## src/hw/rtl/mrf_pkg.sv

```systemverilog
// Shared types, constants and the CRC-16 byte update for the Modbus RTU request framer.
// No dependencies; used by every module of the framer.
package mrf_pkg;

    // Longest frame the framer will store, in bytes.
    localparam int FRAME_MAX = 256;
    localparam int POS_W     = $clog2(FRAME_MAX);
    localparam int IDX_W     = 8;
    // Frame length: 9 header/CRC bytes plus a byte count of up to 255.
    localparam int WM_OVERHEAD = 9;
    localparam int LEN_W       = $clog2(WM_OVERHEAD + 255 + 1);
    localparam int FIXED_LEN   = 8;

    localparam logic [7:0] FC_READ_REGS  = 8'h03;
    localparam logic [7:0] FC_WRITE_ONE  = 8'h06;
    localparam logic [7:0] FC_WRITE_MANY = 8'h10;

    // Positions with special meaning inside a frame
    localparam int POS_FUNC  = 1;
    localparam int POS_COUNT = 6;

    localparam logic [15:0] CRC_INIT = 16'hFFFF;
    localparam logic [15:0] CRC_POLY = 16'hA001;

    // Configuration register indexes
    localparam int CFG_IDX_W = 1;
    localparam logic [CFG_IDX_W-1:0] REG_SLAVE_ADDRESS = 1'b0;
    localparam logic [CFG_IDX_W-1:0] REG_TIMEOUT_TICKS = 1'b1;

    typedef enum logic {
        ITEM_BYTE = 1'b0,
        ITEM_TICK = 1'b1
    } kind_t;

    typedef enum logic [2:0] {
        VERDICT_BUSY     = 3'd0,
        VERDICT_GOOD     = 3'd1,
        VERDICT_CRC_BAD  = 3'd2,
        VERDICT_BAD_FUNC = 3'd3,
        VERDICT_TIMEOUT  = 3'd4,
        VERDICT_TOO_LONG = 3'd5
    } verdict_t;

    // Item after classification by the front end
    typedef struct packed {
        kind_t            kind;
        logic [7:0]       data;
        logic             addr_hit;
        logic             fc_fixed;
        logic             fc_many;
        logic [LEN_W-1:0] wm_len;
        logic             wm_too_long;
    } cls_item_t;

    typedef struct packed {
        logic [7:0]       frame_byte;
        logic [IDX_W-1:0] byte_index;
        logic             last;
        verdict_t         verdict;
    } result_t;

    // Modbus CRC-16, reflected, one byte per call
    function automatic logic [15:0] crc_feed(input logic [15:0] crc_in, input logic [7:0] b);
        logic [15:0] c;
        c = crc_in ^ {8'h00, b};
        for (int k = 0; k < 8; k++) begin
            c = c[0] ? ((c >> 1) ^ CRC_POLY) : (c >> 1);
        end
        return c;
    endfunction

endpackage

```

## src/hw/rtl/mrf_front.sv

```systemverilog
// Front end of the framer: classifies incoming bytes and ticks and holds them in a
// two-entry queue for the back end. Depends on mrf_pkg.
module mrf_front (
    input  logic                clk,
    input  logic                rst_n,
    input  logic                push,
    input  logic                func,
    input  logic [7:0]          data_byte,
    input  logic [7:0]          slave_address,
    input  logic                take,
    output logic                full,
    output logic                item_valid,
    output mrf_pkg::cls_item_t  item
);

    mrf_pkg::cls_item_t        entry_reg [2];
    mrf_pkg::cls_item_t        cls;
    logic                      wr_ptr_reg;
    logic                      wr_ptr_next;
    logic                      rd_ptr_reg;
    logic                      rd_ptr_next;
    logic [1:0]                cnt_reg;
    logic [1:0]                cnt_next;
    logic                      do_push;
    logic                      do_pop;

    always_comb
    begin
        cls.kind        = func ? mrf_pkg::ITEM_TICK : mrf_pkg::ITEM_BYTE;
        cls.data        = data_byte;
        cls.addr_hit    = (data_byte == slave_address);
        cls.fc_fixed    = (data_byte == mrf_pkg::FC_READ_REGS) ||
                          (data_byte == mrf_pkg::FC_WRITE_ONE);
        cls.fc_many     = (data_byte == mrf_pkg::FC_WRITE_MANY);
        cls.wm_len      = mrf_pkg::LEN_W'(mrf_pkg::WM_OVERHEAD) +
                          mrf_pkg::LEN_W'(data_byte);
        cls.wm_too_long = (cls.wm_len > mrf_pkg::LEN_W'(mrf_pkg::FRAME_MAX));
    end

    assign full       = (cnt_reg == 2'd2);
    assign item_valid = (cnt_reg != 2'd0);
    assign item       = entry_reg[rd_ptr_reg];
    assign do_push    = push && !full;
    assign do_pop     = take && item_valid;

    always_comb
    begin
        wr_ptr_next = do_push ? ~wr_ptr_reg : wr_ptr_reg;
        rd_ptr_next = do_pop ? ~rd_ptr_reg : rd_ptr_reg;
        cnt_next    = cnt_reg + 2'(do_push) - 2'(do_pop);
    end

    always_ff @(posedge clk or negedge rst_n)
    begin
        if (!rst_n)
        begin
            wr_ptr_reg <= 1'b0;
            rd_ptr_reg <= 1'b0;
            cnt_reg    <= 2'd0;
        end
        else
        begin
            wr_ptr_reg <= wr_ptr_next;
            rd_ptr_reg <= rd_ptr_next;
            cnt_reg    <= cnt_next;
        end
    end

    always_ff @(posedge clk)
    begin
        if (do_push)
        begin
            entry_reg[wr_ptr_reg] <= cls;
        end
    end

endmodule

```

## src/hw/rtl/mrf_back.sv

```systemverilog
// Back end of the framer: frame state, running CRC, silence timer and a two-entry
// result queue. Depends on mrf_pkg.
module mrf_back (
    input  logic                clk,
    input  logic                rst_n,
    input  logic                item_valid,
    input  mrf_pkg::cls_item_t  item,
    input  logic [15:0]         timeout_ticks,
    input  logic                pop,
    output logic                take,
    output logic                empty,
    output mrf_pkg::result_t    result
);

    logic [mrf_pkg::POS_W-1:0] pos_reg;
    logic [mrf_pkg::POS_W-1:0] pos_next;
    logic [mrf_pkg::LEN_W-1:0] exp_reg;
    logic [mrf_pkg::LEN_W-1:0] exp_next;
    logic [15:0]               crc_reg;
    logic [15:0]               crc_next;
    logic [15:0]               sil_reg;
    logic [15:0]               sil_next;
    logic                      many_reg;
    logic                      many_next;

    logic [mrf_pkg::LEN_W-1:0] pos_inc;
    logic [mrf_pkg::LEN_W-1:0] exp_eff;
    logic [15:0]               crc_upd;
    logic [15:0]               sil_inc;
    logic                      at_count;
    logic                      hunt;
    logic                      emit;
    mrf_pkg::result_t          res;

    mrf_pkg::result_t          out_reg [2];
    logic                      owr_reg;
    logic                      owr_next;
    logic                      ord_reg;
    logic                      ord_next;
    logic [1:0]                ocnt_reg;
    logic [1:0]                ocnt_next;
    logic                      out_push;
    logic                      out_pop;

    assign take     = item_valid && (ocnt_reg != 2'd2);
    assign pos_inc  = mrf_pkg::LEN_W'(pos_reg) + mrf_pkg::LEN_W'(1);
    assign crc_upd  = mrf_pkg::crc_feed((pos_reg == '0) ? mrf_pkg::CRC_INIT : crc_reg,
                                        item.data);
    assign sil_inc  = (sil_reg == 16'hFFFF) ? sil_reg : sil_reg + 16'd1;
    assign at_count = (pos_reg == mrf_pkg::POS_W'(mrf_pkg::POS_COUNT)) && many_reg;
    assign exp_eff  = at_count ? item.wm_len : exp_reg;

    always_comb
    begin
        pos_next       = pos_reg;
        exp_next       = exp_reg;
        crc_next       = crc_reg;
        sil_next       = sil_reg;
        many_next      = many_reg;
        hunt           = 1'b0;
        emit           = 1'b0;
        res.frame_byte = item.data;
        res.byte_index = mrf_pkg::IDX_W'(pos_reg);
        res.last       = 1'b0;
        res.verdict    = mrf_pkg::VERDICT_BUSY;
        if (take)
        begin
            if (item.kind == mrf_pkg::ITEM_TICK)
            begin
                if (pos_reg != '0)
                begin
                    if (sil_inc >= timeout_ticks)
                    begin
                        emit           = 1'b1;
                        hunt           = 1'b1;
                        res.frame_byte = 8'h00;
                        res.byte_index = '0;
                        res.last       = 1'b1;
                        res.verdict    = mrf_pkg::VERDICT_TIMEOUT;
                    end
                    else
                    begin
                        sil_next = sil_inc;
                    end
                end
            end
            else
            begin
                sil_next = 16'd0;
                if (pos_reg == '0)
                begin
                    if (item.addr_hit)
                    begin
                        emit     = 1'b1;
                        crc_next = crc_upd;
                        pos_next = mrf_pkg::POS_W'(1);
                    end
                end
                else
                begin
                    emit     = 1'b1;
                    crc_next = crc_upd;
                    if (pos_reg == mrf_pkg::POS_W'(mrf_pkg::POS_FUNC))
                    begin
                        if (item.fc_fixed || item.fc_many)
                        begin
                            exp_next  = item.fc_many ? '0 :
                                        mrf_pkg::LEN_W'(mrf_pkg::FIXED_LEN);
                            many_next = item.fc_many;
                            pos_next  = mrf_pkg::POS_W'(2);
                        end
                        else
                        begin
                            hunt        = 1'b1;
                            res.last    = 1'b1;
                            res.verdict = mrf_pkg::VERDICT_BAD_FUNC;
                        end
                    end
                    else if (at_count && item.wm_too_long)
                    begin
                        hunt        = 1'b1;
                        res.last    = 1'b1;
                        res.verdict = mrf_pkg::VERDICT_TOO_LONG;
                    end
                    else if ((exp_eff != '0) && (pos_inc >= exp_eff))
                    begin
                        hunt        = 1'b1;
                        res.last    = 1'b1;
                        res.verdict = (crc_upd == 16'h0000) ? mrf_pkg::VERDICT_GOOD :
                                                              mrf_pkg::VERDICT_CRC_BAD;
                    end
                    else if (pos_reg == mrf_pkg::POS_W'(mrf_pkg::FRAME_MAX - 1))
                    begin
                        hunt        = 1'b1;
                        res.last    = 1'b1;
                        res.verdict = mrf_pkg::VERDICT_TOO_LONG;
                    end
                    else
                    begin
                        pos_next = pos_reg + mrf_pkg::POS_W'(1);
                        exp_next = exp_eff;
                    end
                end
            end
            if (hunt)
            begin
                pos_next  = '0;
                exp_next  = '0;
                crc_next  = mrf_pkg::CRC_INIT;
                sil_next  = 16'd0;
                many_next = 1'b0;
            end
        end
    end

    // result queue
    assign out_push = take && emit;
    assign out_pop  = pop && (ocnt_reg != 2'd0);
    assign empty    = (ocnt_reg == 2'd0);
    assign result   = out_reg[ord_reg];

    always_comb
    begin
        owr_next  = out_push ? ~owr_reg : owr_reg;
        ord_next  = out_pop ? ~ord_reg : ord_reg;
        ocnt_next = ocnt_reg + 2'(out_push) - 2'(out_pop);
    end

    always_ff @(posedge clk or negedge rst_n)
    begin
        if (!rst_n)
        begin
            pos_reg  <= '0;
            exp_reg  <= '0;
            crc_reg  <= mrf_pkg::CRC_INIT;
            sil_reg  <= 16'd0;
            many_reg <= 1'b0;
            owr_reg  <= 1'b0;
            ord_reg  <= 1'b0;
            ocnt_reg <= 2'd0;
        end
        else
        begin
            pos_reg  <= pos_next;
            exp_reg  <= exp_next;
            crc_reg  <= crc_next;
            sil_reg  <= sil_next;
            many_reg <= many_next;
            owr_reg  <= owr_next;
            ord_reg  <= ord_next;
            ocnt_reg <= ocnt_next;
        end
    end

    always_ff @(posedge clk)
    begin
        if (out_push)
        begin
            out_reg[owr_reg] <= res;
        end
    end

endmodule

```

## src/hw/rtl/modbus_rtu_request_framer_unit.sv

```systemverilog
// Top level of the Modbus RTU request framer: configuration registers, front end
// and back end. Depends on mrf_pkg, mrf_front and mrf_back.
//
//  channel   ports                                              handshake
//  input     func, data_byte                                    push / full
//  result    frame_byte, byte_index, last, verdict              pop / empty
//  config    cfg_we, cfg_index, cfg_data                        write on cfg_we
//
// One item per cycle sustained while the result queue is not full; a result passes
// through the front queue entry, then the back end's result queue, before it is on the
// outputs, and it can be popped as soon as it is there. The back end updates the frame
// state and CRC as it takes each item.
// Reset clears both queues and the frame state; no clearing pass.
// A full result queue stalls the back end, which in turn fills the front queue.
module modbus_rtu_request_framer_unit (
    input  logic                          clk,
    input  logic                          rst_n,
    input  logic                          push,
    output logic                          full,
    input  logic                          func,
    input  logic [7:0]                    data_byte,
    output logic                          empty,
    input  logic                          pop,
    output logic [7:0]                    frame_byte,
    output logic [mrf_pkg::IDX_W-1:0]     byte_index,
    output logic                          last,
    output logic [2:0]                    verdict,
    input  logic                          cfg_we,
    input  logic [mrf_pkg::CFG_IDX_W-1:0] cfg_index,
    input  logic [15:0]                   cfg_data
);

    logic [7:0]          slave_address_reg;
    logic [7:0]          slave_address_next;
    logic [15:0]         timeout_ticks_reg;
    logic [15:0]         timeout_ticks_next;
    logic                item_valid;
    logic                take;
    mrf_pkg::cls_item_t  item;
    mrf_pkg::result_t    result;

    always_comb
    begin
        slave_address_next = slave_address_reg;
        timeout_ticks_next = timeout_ticks_reg;
        if (cfg_we)
        begin
            case (cfg_index)
                mrf_pkg::REG_SLAVE_ADDRESS: slave_address_next = cfg_data[7:0];
                mrf_pkg::REG_TIMEOUT_TICKS: timeout_ticks_next = cfg_data;
                default: ;
            endcase
        end
    end

    always_ff @(posedge clk or negedge rst_n)
    begin
        if (!rst_n)
        begin
            slave_address_reg <= 8'd1;
            timeout_ticks_reg <= 16'd10;
        end
        else
        begin
            slave_address_reg <= slave_address_next;
            timeout_ticks_reg <= timeout_ticks_next;
        end
    end

    mrf_front u_front (
        .clk           (clk),
        .rst_n         (rst_n),
        .push          (push),
        .func          (func),
        .data_byte     (data_byte),
        .slave_address (slave_address_reg),
        .take          (take),
        .full          (full),
        .item_valid    (item_valid),
        .item          (item)
    );

    mrf_back u_back (
        .clk           (clk),
        .rst_n         (rst_n),
        .item_valid    (item_valid),
        .item          (item),
        .timeout_ticks (timeout_ticks_reg),
        .pop           (pop),
        .take          (take),
        .empty         (empty),
        .result        (result)
    );

    assign frame_byte = result.frame_byte;
    assign byte_index = result.byte_index;
    assign last       = result.last;
    assign verdict    = result.verdict;

`ifndef SYNTHESIS
    // A waiting item is never dropped by the back end
    a_item_held: assert property (@(posedge clk) disable iff (!rst_n)
        item_valid && !take |=> item_valid)
        else $error("queued item lost while back end stalled");

    // Only the final transaction of a frame carries a verdict
    a_last_verdict: assert property (@(posedge clk) disable iff (!rst_n)
        !empty |-> (last == (verdict != 3'(mrf_pkg::VERDICT_BUSY))))
        else $error("last and verdict disagree");

    // A timeout abort reports neither byte nor position
    a_timeout_zero: assert property (@(posedge clk) disable iff (!rst_n)
        !empty && (verdict == 3'(mrf_pkg::VERDICT_TIMEOUT)) |->
            (frame_byte == 8'h00) && (byte_index == '0))
        else $error("timeout result carries data");
`endif

endmodule
```

## config.mk

```make
export PLATFORM = sky130hd
export DESIGN_NAME = modbus_rtu_request_framer_unit
export DESIGN_NICKNAME = d
export VERILOG_FILES = /design/src/hw/rtl/mrf_pkg.sv /design/src/hw/rtl/mrf_front.sv /design/src/hw/rtl/mrf_back.sv /design/src/hw/rtl/modbus_rtu_request_framer_unit.sv
export SDC_FILE = /design/constraint.sdc
export NUM_CORES = 1
export LEC_CHECK = 0
export BUFFER_PORTS_ARGS = -buffer_cell sky130_fd_sc_hd__buf_2
export CELL_PAD_IN_SITES_DETAIL_PLACEMENT = 1
export CELL_PAD_IN_SITES_GLOBAL_PLACEMENT = 2
export CORE_MARGIN = 2
export CORE_UTILIZATION = 39
export CTS_BUF_LIST = sky130_fd_sc_hd__clkbuf_8
export CTS_CLUSTER_DIAMETER = 120
export CTS_CLUSTER_SIZE = 30
export DETAILED_ROUTE_END_ITERATION = 12
export PLACE_DENSITY = 0.83
export SLEW_MARGIN = 20
export SYNTH_ARGS = -nofsm -noshare
export SYNTH_HDL_FRONTEND = slang
export SYNTH_SLANG_ARGS = --single-unit
```

## constraint.sdc

```tcl
create_clock -name clk -period 4.65 [get_ports clk]
set_clock_uncertainty 0.15 [all_clocks]
set_input_delay 0.465 -clock clk [delete_from_list [all_inputs] [get_ports clk]]
set_output_delay 0.465 -clock clk [all_outputs]
set_load 0.01 [all_outputs]
```

==> results of run 1 <==
## power groups by stage
| stage | clock network [mW] | registers (mW) | logic, mW |
|---|---|---|---|
| final | 0.962 | 2.30 | 2.85 |
| after floorplan | 0 | 2.20 | 2.11 |
| after CTS | 0.991 | 2.31 | 2.87 |
| after global routing | 1.05 | 2.35 | 3.11 |
| after detailed placement | 0 | 2.33 | 2.83 |
| after global placement | 0 | 2.30 | 2.71 |
## cell families after synthesis
kind of cell	Yosys count	share of synthesized area, %
DFF	166	53.8
buffers and inverters	65	3.31
and+or+nand+nor	197	11.7
xor gates and xnor gates	68	7.14
AOI/OAI and AO/OA	121	9.86
adders and majority gates	38	5.56
muxes	68	8.67
## synth_stat cells (19+ instances only)
master | instances | area [µm²]
a21oi_1 | 32 | 160
dfrtp_1 | 63 | 1580
dfstp_2 | 19 | 499
edfxtp_1 | 84 | 2520
ha_1 | 38 | 475
inv_1 | 39 | 146
mux2_2 | 46 | 518
mux2i_1 | 21 | 210
nand2_1 | 37 | 139
nand3_1 | 21 | 105
nor2_1 | 57 | 214
xnor2_1 | 48 | 420
## timing repair
item                                   4_1_cts  5_1_grt
endpoints found under the hold margin       34        0
gates resized for setup                      0        1
setup endpoints to repair                    0        2
hold buffers                                 1        0
## path summary, 6_finish.rpt
check / start / endpoint / slack [ps] / depth (start not counted)
max: u_back.pos_reg[0] / u_back.out_reg[0][0] / 290 / 15
min: func / u_front.entry_reg[0][21] / 70 / 1
max reg2reg: u_back.pos_reg[0] / u_back.out_reg[0][0] / 290 / 15
min reg2reg: timeout_ticks_reg[6] / timeout_ticks_reg[6] / 360 / 1
max in group asynchronous: rst_n / u_back.exp_reg[3] / 2970 / 3
min in group asynchronous: rst_n / u_back.sil_reg[5] / 350 / 2
## critical path, stage by stage, from the launching register on
cell and delay, ps:
dfrtp_1 450, inv_1 170, ha_1 170, nor4b_2 220
and2_2 320, nor2_2 70, xnor2_1 270, xor2_1 230
xor2_1 220, inv_1 70, ha_1 330, xnor2_1 210
nand4_1 100, or4_1 510, or4b_1 480, a21oi_1 220
## cell type report
cell class                 count  area [µm²]
inverter                      39         146
clock buffer                  17         234
sequential                   166        4600
multi-input combinational    492        3680
fill                        2353       12200
tap                          280         350
clock inverter                15         119
timing repair buffer          70         400
## per-stage QoR
step | setup WS, ps | utilization, % | total power, mW | instance area, µm²
after detailed placement | 261 | 42.2 | 5.17 | 9160
final | 286 | 43.9 | 6.11 | 9530
after global routing | 20.3 | 43.9 | 6.51 | 9530
after CTS | 239 | 43.9 | 6.16 | 9520
after global placement | 445 | 42.2 | 5.02 | 9160
after floorplan | 72.1 | - | 4.32 | 8550
## routing by layer
layer / track usage, % / vias up
li1: - / 2743
met1: 24.3 / 2860
met2: 29.8 / 99
met3: 3.62 / 20
met4: 5.12 / 0
met5: 0 / -
==> out/metrics.yaml, run 1 <==
status: "finished, final reports clean"
maxCapViolCount: 0
grt-ovfl-total: 0
ys_seq_elements: 166
cts_setup_buffers: 0
ant_nets: 0
finalWeightedCongestion: 0.902
dp.cells: 1046
cts.root.buffer_cell: "clkbuf_8"
htree_levels: 4
arrival_ps: 4500
cp_max_fo: 10
grt_max_degree: 46
antenna_found_initial: 0
met3_length_um: 710
worstMarginPinSlew_ps: 990
ys_types: 60
hold_violations: 0
vias_per_cell: 5.30
min_period_over_period_pct: 93.8
final_common_cell: "edfxtp_1"
clock_sinks: 166
p_seq_share_pct: 37.7
p_leak_nw: 3.91
setup_violations: 0
async_reset_ff_share_pct: 49.4
comb_power_share_pct: 46.6
top_layer: "met4"
wl_met2_mm: 9.75
final_cells: 1079
p_per_area_mw_per_mm2: 641
drt_wl_total_mm: 20.2
relSlewSlack_pct: 34.0
synth_fp_nets: 792
clk_path_buf_depth: 2
track_usage_pct: 18.0
core-area_mm2: 0.0217
layout.nets: 855
yosys_most_used_dff: "edfxtp_1"
dpl.hpwl_mm: 15.0
switching_share_pct: 41.0
drt-met1-wl_mm: 9.46
n_antenna_cell: 0
startpoint_type: "flip-flop"
fmax_mhz: 229
die_y_um: 152
finalCriticalPeriod_ps: 4360
drc: 0
io_buffers: 52
areaGrowthSynthToFinish_pct: 11.4
numCtsBuffers: 17
largest_reg_flops: 44
die-width_um: 152
ir_drop_uv: 339
num_vias: 5722
p_int_mw: 3.61
tritoncts: "built"
firstDrtPassIters: 4
wire_per_inst_um: 18.7
grt_pass1_wl_mm: 33.2
drive_gt1_share_pct: 22.7
p_clk_share_pct: 15.8
synth_area_mm2: 0.00855
layout_common_cells: "edfxtp_1 (84), dfrtp_1 (63), nor2_1 (57)"
critPathKind: "flip-flop to flip-flop"
tns_ps: 0
boundaryPins: 53
critPathCaptureType: "flip-flop"
drtIter0Drc: 209
hold_class: "input pin to flip-flop"
netlist_instances: 723
yosys_warnings: 0
drv_slew: 0
crit_required_ps: 4790
yosysSeqAreaShare_pct: 53.8
rsz0062_at_grt: "false"
switching_power_mw: 2.50
start_util_pct: 39.4
postSynthAreaPerCell_um2: 11.8
clk_pin_slew_ps: 100
hold_ws_ps: 72.9
placementRows: 54
grt_pass1_vias: 6198
clock_latency_ps: 470
dieArea_mm2: 0.0231
synth_edf_count: 84
(Power assumes the default switching activity.)
==> run 2: changes to the inputs <==
MAX_ROUTING_LAYER = met4   (was unset)
==> run 2 against run 1 <==
  * Combinational power hardly changed
  * Critical path type unchanged
  * Largest power group unchanged
  * Clock-buffer cell count stayed put
  * Clock power hardly changed
  * Register-to-register slack better by 30 ps
==> out/metrics.yaml, run 2 (same netlist as run 1, synthesis figures left out) <==
regArea_mm2: 0.00460  # unchanged
drv_slew: 0  # unchanged
switching_share_pct: 41.0  # about the same
r2r_setup_slack_ps: 320  # was 290 ps
firstDrtPassIters: 4  # unchanged
vias_per_cell: 5.28  # was 5.30
switching_power_mw: 2.51  # was 2.50 mW
p_leak_nw: 3.91  # unchanged
numCtsBuffers: 17  # unchanged
grt_pass1_wl_mm: 33.3  # was 33.2 mm
dpl.hpwl_mm: 15.0  # unchanged
drive_gt1_share_pct: 22.7  # unchanged
io_buffers: 52  # unchanged
wire_per_inst_um: 18.7  # about the same
nFillCells: 2353  # unchanged
multi_input_area_mm2: 0.00368  # unchanged
grt-ovfl-total: 0  # unchanged
startpoint_type: "flip-flop"  # unchanged
die_y_um: 152  # unchanged
htree_levels: 4  # unchanged
clk_pin_slew_ps: 90  # was 100 ps
drc: 0  # unchanged
largest_reg_flops: 44  # unchanged
crit_family: "simple AND/OR/NAND/NOR gates"  # unchanged
comb_power_share_pct: 46.6  # about the same
hold_class: "input pin to flip-flop"  # unchanged
final_common_cell: "edfxtp_1"  # unchanged
p_clk_share_pct: 15.7  # was 15.8%
grt_max_degree: 46  # unchanged
drtIter0Drc: 234  # was 209
finalWeightedCongestion: 0.918  # was 0.902
clock_sinks: 166  # unchanged
grt_pass1_vias: 6180  # was 6198
worstMarginPinSlew_ps: 1010  # was 990 ps
relSlewSlack_pct: 32.6  # was 34.0%
status: "finished, final reports clean"  # unchanged
dieArea_mm2: 0.0231  # unchanged
num_vias: 5702  # was 5722
clk_path_buf_depth: 2  # unchanged
crit_required_ps: 4800  # was 4790 ps
critPathKind: "flip-flop to flip-flop"  # unchanged
slowest_delay_ps: 510  # about the same
p_int_mw: 3.61  # about the same
maxCapViolCount: 0  # unchanged
critPathCaptureType: "flip-flop"  # unchanged
fmax_mhz: 231  # was 229 MHz
layout_common_cells: "edfxtp_1 (84), dfrtp_1 (63), nor2_1 (57)"  # unchanged
pre_cts_slack_ps: 261  # unchanged
start_util_pct: 39.4  # unchanged
cp_max_fo: 10  # unchanged
slowest_stage: "or4_1"  # unchanged
worstPathCellList: "inv_1, ha_1, nor4b_2, and2_2, nor2_2, xnor2_1, xor2_1, xor2_1, inv_1, ha_1, xnor2_1, nand4_1, or4_1, or4b_1, a21oi_1"  # unchanged
track_usage_pct: 18.6  # was 18.0%
finalCriticalPeriod_ps: 4330  # was 4360 ps
die-width_um: 152  # unchanged
boundaryPins: 53  # unchanged
clock_latency_ps: 470  # about the same
core-area_mm2: 0.0217  # unchanged
arrival_ps: 4480  # was 4500 ps
cts.root.buffer_cell: "clkbuf_8"  # unchanged
p_per_area_mw_per_mm2: 642  # was 641 mW/mm²
drt_wl_total_mm: 20.2  # about the same
placementRows: 54  # unchanged
min_period_over_period_pct: 93.1  # was 93.8%
p_seq_share_pct: 37.7  # about the same
ant_nets: 0  # unchanged
ir_drop_uv: 338  # was 339 µV
layout.nets: 855  # unchanged
setup_violations: 0  # unchanged
tns_ps: 0  # unchanged
tritoncts: "built"  # unchanged
n_antenna_cell: 0  # unchanged
hold_violations: 0  # unchanged
fin_ws_ps: 320  # was 286 ps
antenna_found_initial: 0  # unchanged
cp_num_buf_inv: 2  # unchanged
areaGrowthSynthToFinish_pct: 11.4  # unchanged
rsz0062_at_grt: "false"  # unchanged
[run 2: cell counts in the layout (fill, tap and decap cells not counted)]
Identical to the previous run, type by type.
[run 2: per-layer routing]
metal  track usage [%]  vias to the layer above  part of all wire (%)
met5                 -                        -                     0
met4              5.25                        0                   1.2
met3              3.39                       17                   2.7
met2              29.8                       89                    49
met1              24.4                     2852                    47
li1                  -                     2744                     -
[run 2: final cells by class]
type | instances | area share [%]
inverters | 39 | 1.54
clock buffers | 17 | 2.46
multi-input cells | 492 | 38.6
flip-flops and latches | 166 | 48.3
clock inverters | 15 | 1.25
well taps | 280 | 3.68
repair buffers | 70 | 4.20
[run 2: timing repair]
item | in CTS | in global routing
buffers inserted | 0 | 0
hold endpoints to repair | 34 | 0
hold buffers | 1 | 0
gates resized for setup | 0 | 1
setup endpoints to repair | 0 | 2
[run 2: power groups by stage]
stage	clock network, mW	logic, mW	registers (mW)
after floorplan	0	2.11	2.20
after global placement	0	2.71	2.30
after detailed placement	0	2.83	2.33
after CTS	0.991	2.87	2.31
after global routing	1.05	3.11	2.35
final	0.960	2.85	2.30
[run 2: through the flow]
stage | total power, mW | std cells | hold WS (ps) | utilization (%) | instance area, µm²
6_report | 6.11 | 1079 | 78.4 | 43.9 | 9530
5_1_grt | 6.51 | 1079 | 52.7 | 43.9 | 9530
4_1_cts | 6.16 | 1079 | 38.6 | 43.9 | 9520
3_5_place_dp | 5.17 | 1046 | 325 | 42.2 | 9160
3_3_place_gp | 5.02 | 1046 | 307 | 42.2 | 9160
2_1_floorplan | 4.32 | 723 | 19.4 | - | 8550
[run 2: worst paths after layout]
kind                                 startpoint                       end  cells after the start
setup / recovery              u_back.pos_reg[0]      u_back.out_reg[0][0]                     15
hold / removal                             func  u_front.entry_reg[0][21]                      1
setup reg to reg              u_back.pos_reg[0]      u_back.out_reg[0][0]                     15
hold reg to reg            timeout_ticks_reg[6]      timeout_ticks_reg[6]                      1
max in group asynchronous                 rst_n         u_back.crc_reg[5]                      3
min in group asynchronous                 rst_n      slave_address_reg[2]                      2
[run 2: worst reg2reg max path: cells and delay by family, from the launching register on]
| kind | cells | cell delay, ps |
|---|---|---|
| fa+ha+maj | 2 | 510 |
| compound gates | 1 | 200 |
| xor+xnor | 4 | 930 |
| buf+inv | 2 | 240 |
| flops | 1 | 440 |
| simple gates | 6 | 1690 |
